$ cat src/hdl/bilinear_table_interpolator_macros.svh
// Assertion macros shared by the interpolator RTL.
`ifndef BILINEAR_TABLE_INTERPOLATOR_MACROS_SVH
`define BILINEAR_TABLE_INTERPOLATOR_MACROS_SVH

// Same-cycle implication, sampled on clk, off while rst is high.
`define BTI_ASSERT_IMPLIES(lbl, ante, cons) \
  lbl: assert property (@(posedge clk) disable iff (rst) (ante) |-> (cons)) \
    else $error("bti assertion failed");

// Next-cycle implication, sampled on clk, off while rst is high.
`define BTI_ASSERT_NEXT(lbl, ante, cons) \
  lbl: assert property (@(posedge clk) disable iff (rst) (ante) |=> (cons)) \
    else $error("bti assertion failed");

`endif

$ cat src/hdl/bti_pkg.sv
// Shared constants, codes and interface types of the bilinear table interpolator.
package bti_pkg;

  // default axis depths
  localparam int unsigned DEF_TEMP_POINTS   = 8;
  localparam int unsigned DEF_CHARGE_POINTS = 8;

  // field widths
  localparam int unsigned AXIS_W   = 16;
  localparam int unsigned VALUE_W  = 24;
  localparam int unsigned STATUS_W = 2;
  localparam int unsigned KIND_W   = 2;
  localparam int unsigned CFG_W    = 4;

  // datapath widths
  localparam int unsigned SPAN_W     = AXIS_W + 1;       // signed axis difference
  localparam int unsigned SPROD_W    = 2 * SPAN_W;       // span times span
  localparam int unsigned ACC_W      = 60;               // weighted sum, |sum| < 2^58
  localparam int unsigned MAG_W      = 58;               // magnitude of the weighted sum
  localparam int unsigned DEN_W      = 2 * AXIS_W;       // |cell area| < 2^32
  localparam int unsigned DIVIDEND_W = MAG_W + 2;        // 2*mag + den

  localparam logic [VALUE_W-1:0] VALUE_MAX = '1;

  // item kinds
  localparam logic [KIND_W-1:0] KIND_TEMP   = 2'd0;
  localparam logic [KIND_W-1:0] KIND_CHARGE = 2'd1;
  localparam logic [KIND_W-1:0] KIND_GRID   = 2'd2;
  localparam logic [KIND_W-1:0] KIND_QUERY  = 2'd3;

  // result status codes
  localparam logic [STATUS_W-1:0] ST_OK   = 2'd0;
  localparam logic [STATUS_W-1:0] ST_LOW  = 2'd1;
  localparam logic [STATUS_W-1:0] ST_HIGH = 2'd2;
  localparam logic [STATUS_W-1:0] ST_ZERO = 2'd3;

  // configuration register indexes
  localparam logic REG_TEMP_POINTS = 1'b0;
  localparam logic REG_SOC_POINTS  = 1'b1;

  // divider request
  typedef struct packed {
    logic               start;
    logic               neg;
    logic [MAG_W-1:0]   mag;
    logic [DEN_W-1:0]   den;
  } div_req_t;

  // divider response
  typedef struct packed {
    logic                done;
    logic                busy;
    logic [VALUE_W-1:0]  value;
    logic [STATUS_W-1:0] status;
  } div_resp_t;

endpackage

$ cat src/hdl/bti_div.sv
// Rounding restoring divider with saturation for the interpolator result.
`include "bilinear_table_interpolator_macros.svh"

module bti_div (
  input  logic                clk,
  input  logic                rst,
  input  bti_pkg::div_req_t   req,
  output bti_pkg::div_resp_t  resp
);

  localparam int unsigned NW    = bti_pkg::DIVIDEND_W;
  localparam int unsigned DW    = bti_pkg::DEN_W + 1;
  localparam int unsigned QW    = bti_pkg::VALUE_W;
  localparam int unsigned CNT_W = $clog2(QW + 1);

  logic                          busy;
  logic                          check;
  logic                          done;
  logic                          neg;
  logic [NW-1:0]                 dividend;
  logic [DW-1:0]                 divisor;
  logic [DW-1:0]                 rem;
  logic [QW-1:0]                 quo;
  logic [CNT_W-1:0]              cnt;
  logic [QW-1:0]                 value;
  logic [bti_pkg::STATUS_W-1:0]  status;
  logic [DW:0]                   trial;
  logic [DW:0]                   diff;
  logic                          fits;
  logic                          overflow;

  // one quotient bit per step
  assign trial    = {rem, quo[QW-1]};
  assign diff     = trial - {1'b0, divisor};
  assign fits     = trial >= {1'b0, divisor};
  assign overflow = dividend >= NW'({divisor, {QW{1'b0}}});

  // control
  always_ff @(posedge clk) begin
    if (rst) begin
      busy  <= 1'b0;
      check <= 1'b0;
      done  <= 1'b0;
    end else begin
      done <= 1'b0;
      if (req.start) begin
        busy  <= 1'b1;
        check <= 1'b1;
      end else if (busy && check) begin
        check <= 1'b0;
        if (neg || overflow) begin
          busy <= 1'b0;
          done <= 1'b1;
        end
      end else if (busy) begin
        if (cnt == CNT_W'(1)) begin
          busy <= 1'b0;
          done <= 1'b1;
        end
      end
    end
  end

  // datapath: N = 2*mag + den, D = 2*den, q = floor(N / D)
  always_ff @(posedge clk) begin
    if (req.start) begin
      dividend <= NW'({req.mag, 1'b0}) + NW'(req.den);
      divisor  <= {req.den, 1'b0};
      neg      <= req.neg;
    end else if (busy && check) begin
      rem <= DW'(dividend[NW-1:QW]);
      quo <= dividend[QW-1:0];
      cnt <= CNT_W'(QW);
      if (neg) begin
        // any nonzero negative quotient clamps to zero
        value  <= '0;
        status <= (dividend >= NW'(divisor)) ? bti_pkg::ST_LOW : bti_pkg::ST_OK;
      end else if (overflow) begin
        value  <= bti_pkg::VALUE_MAX;
        status <= bti_pkg::ST_HIGH;
      end
    end else if (busy) begin
      rem <= fits ? diff[DW-1:0] : trial[DW-1:0];
      quo <= {quo[QW-2:0], fits};
      cnt <= cnt - CNT_W'(1);
      if (cnt == CNT_W'(1)) begin
        value  <= {quo[QW-2:0], fits};
        status <= bti_pkg::ST_OK;
      end
    end
  end

  assign resp.done   = done;
  assign resp.busy   = busy;
  assign resp.value  = value;
  assign resp.status = status;

  `BTI_ASSERT_IMPLIES(a_start_when_idle, req.start, !busy)
  `BTI_ASSERT_IMPLIES(a_rem_below_divisor, busy && !check, rem < divisor)
  `BTI_ASSERT_NEXT(a_done_single, done, !done)

endmodule

$ cat config.mk
export PLATFORM = sky130hd
export DESIGN_NAME = bti_div
export DESIGN_NICKNAME = d
export VERILOG_FILES = /design/src/hdl/bti_pkg.sv /design/src/hdl/bti_div.sv
export VERILOG_INCLUDE_DIRS = /design/src /design/src/hdl
export SDC_FILE = /design/constraint.sdc
export NUM_CORES = 1
export LEC_CHECK = 0
export BUFFER_PORTS_ARGS = -buffer_cell sky130_fd_sc_hd__buf_2
export CAP_MARGIN = 20
export CORE_ASPECT_RATIO = 0.75
export CORE_MARGIN = 3
export CORE_UTILIZATION = 40
export CTS_CLUSTER_DIAMETER = 50
export DETAILED_ROUTE_END_ITERATION = 16
export PLACE_DENSITY_LB_ADDON = 0.15
export RECOVER_POWER = 100
export SYNTH_ARGS = -nofsm -noshare
export SYNTH_HDL_FRONTEND = slang
export SYNTH_SLANG_ARGS = --single-unit
$ cat constraint.sdc
create_clock -name clk -period 12.1 [get_ports clk]
set_clock_uncertainty 0.05 [all_clocks]
set_input_delay 1.21 -clock clk [delete_from_list [all_inputs] [get_ports clk]]
set_output_delay 1.21 -clock clk [all_outputs]
set_load 0.005 [all_outputs]
==> impl_metrics.ini <==
[outcome]
status = finished with violations
violations = capacitance limit, slew limit

[yosys]
ys.flop_type = edfxtp_1
seq_area_frac_synth = 0.426
ys_top_cells_by_count = edfxtp_1, nand2_1, ha_1
synth_area_leaders = edfxtp_1, ha_1, nand2_1
synth_top_family_by_area = compound AO/OA/AOI/OAI gates
synth_area_mm2 = 0.0128
ys_ff_latch = 183
syn_nets = 1492
synthArstFlopShare = 0
yosysTopAreaCellShare = 0.421
synth_enable_flop_cells = 180
yosysMostFrequentCell = edfxtp_1
synth_top_area_cell = edfxtp_1
yosys.area_share.xor_xnor = 0.0525
yosys.area_share.simple = 0.165
yosysWarningCount = 0
synth_area_per_cell_um2 = 10.1
ys_types = 77
muxShareOfSynthArea = 0.00244
synth_compound_area_frac = 0.189
synth_fa_ha_area_frac = 0.130
synth_cells = 1266

[cts]
htreeDepth = 4
cts_max_path_buffers = 2
cts_tree = done
insertion_delay_ps = 450
clock_sinks = 183
ctsHoldBuffers = 0
cts_buffers = 17
path_clk_slew_ps = 70
clockRootBuffer = clkbuf_16
cts_setup_buffers = 0
post_cts_resized = 0

[global_route]
grt_start_max_net_pins = 69
grt_pass1_wl_um = 57200
grt_pass1_vias = 9662
track_usage = 0.218
antenna_found_initial = 1
grt_overflow = 0

[timing]
finalSetupViolations = 0
finalCriticalPeriod_ps = 7030
whs_ps = 506
worstMarginPinSlew_ps = 3800
relSlewSlack = -1.54
rsz0062_at_grt = no
setup_slack_ps = 5070
fin_crit_sh = 0.581
fmax_ghz = 0.142
totalNegativeSetupSlack_ps = 0
slew_violations = 401
hold_viol = 0

[cells_and_area]
multi_input_area_mm2 = 0.00680
fin_cells = 1783
drive_gt1_frac = 0.0974
finalNetCount = 1589
finalInstanceArea_mm2 = 0.0141
fillerInstances = 3061
ff_latch_area_mm2 = 0.00547
area_growth_pct = 10.2

[floorplan]
fp.dieW_um = 213
rows = 56
die_area_mm2 = 0.0343
die-height_um = 161
core_mm2 = 0.0315
pin_count = 122
start_util = 0.408

[placed_design]
place_hpwl_um = 28600
gp_congestion = 0.894
place_inst = 1750
placed_cell_area_mm2 = 0.0138
portBuffers = 121
dp_slack_ps = 7720

[power_and_ir_drop]
p_int_mw = 1.27
p_sw_mw = 0.599
leakage_nw = 5.77
p_seq_frac = 0.440
p_comb_frac = 0.259
ir_drop_uv = 70.4
power_density_mw_per_mm2 = 132
swShare = 0.320
power_frac_clock = 0.301

[setup_path]
cp-start-kind = primary input
crit_path_max_fanout = 63
path_class = primary input to flip-flop
cp.arrival_ps = 7020
critPathCaptureType = flip-flop
critPathRequiredTime_ps = 12090

[routing]
drt-initial-drc-count = 929
drt-total-wl_um = 37500
vias = 10400
drc = 0
dr.pass1.iters = 5
drtAntennaViolNets = 0
wl_per_cell_um = 21.1
routed_via_density = 5.82

[hold_path]
hold_path_class = flip-flop to flip-flop

[flow_run]
max_cap_viol_count = 10
[kinds of logic (layout without fill, tap and decap cells)]
family / Yosys count / in the layout
simple gates: 429 / 429
compound gates: 335 / 335
flops: 183 / 183
fa+ha+maj: 132 / 132
buf+inv: 107 / 217
xor+xnor: 77 / 77
mux: 3 / 3
other cells: 0 / 1
[power groups by stage]
stage	registers [mW]	logic (mW)	clock network [mW]
2_1_floorplan	0.803	0.358	0
3_3_place_gp	0.831	0.482	0
3_5_place_dp	0.831	0.488	0
4_1_cts	0.817	0.491	0.577
5_1_grt	0.826	0.542	0.600
6_report	0.823	0.484	0.563
[worst max-delay path, stage by stage]
cell      delay, ps
clkbuf_1        720
nor2_4          290
clkbuf_1       2670
o21ai_0         600
nor2_2          230
clkbuf_1       1210
[final timing paths]
path / start / end / cells after the start / slack, ps
setup / recovery: req[91] / value[1] / 6 / 5070
hold / removal: quo[2] / quo[3] / 2 / 510
setup reg to reg: divisor[2] / rem[22] / 11 / 5660
hold reg to reg: quo[2] / quo[3] / 2 / 510
[state kept, by name (all words and copies together) (netlist names)]
signal and cells:
check 1, dividend 60, rem 33, cnt 5, divisor 31, busy 1
neg 1, status 2, value 24, done 1, quo 24
[metrics by stage]
stage / power, mW / utilization
4_1_cts: 1.89 / 0.456
3_3_place_gp: 1.31 / 0.438
2_1_floorplan: 1.16 / -
5_1_grt: 1.97 / 0.450
6_report: 1.87 / 0.450
3_5_place_dp: 1.32 / 0.438
[per-layer routing]
metal / GRT usage / wire length, µm / vias up
met5: 0 / 13 / -
met4: 0.0465 / 419 / 2
met3: 0.0503 / 2870 / 25
met2: 0.299 / 15000 / 390
met1: 0.346 / 19200 / 4964
li1: - / - / 5001
[cell usage in the layout, fill, tap and decap left out, types with 10 or more instances in the layout]
cell,count
a21o_1,53
a21oi_1,77
a31oi_1,14
and3_1,22
buf_2,79
clkbuf_1,50
clkbuf_16,17
edfxtp_1,180
ha_1,130
inv_1,56
nand2_1,171
nand3_1,33
nand4_1,46
nor2_1,56
nor2b_1,10
nor3_1,24
nor4_1,13
o211ai_1,20
o211ai_2,10
o21a_1,29
o21ai_0,47
xnor2_1,52
xor2_1,25
[cell type report]
type / instances / area share
multi-input combinational: 976 / 0.480
clock inverter: 14 / 0.0103
clock buffer: 18 / 0.0303
antenna: 1 / 0.000177
tap: 406 / 0.0359
timing repair buffer: 129 / 0.0415
sequential: 183 / 0.386
inverter: 56 / 0.0149
(Power assumes the default switching activity.)
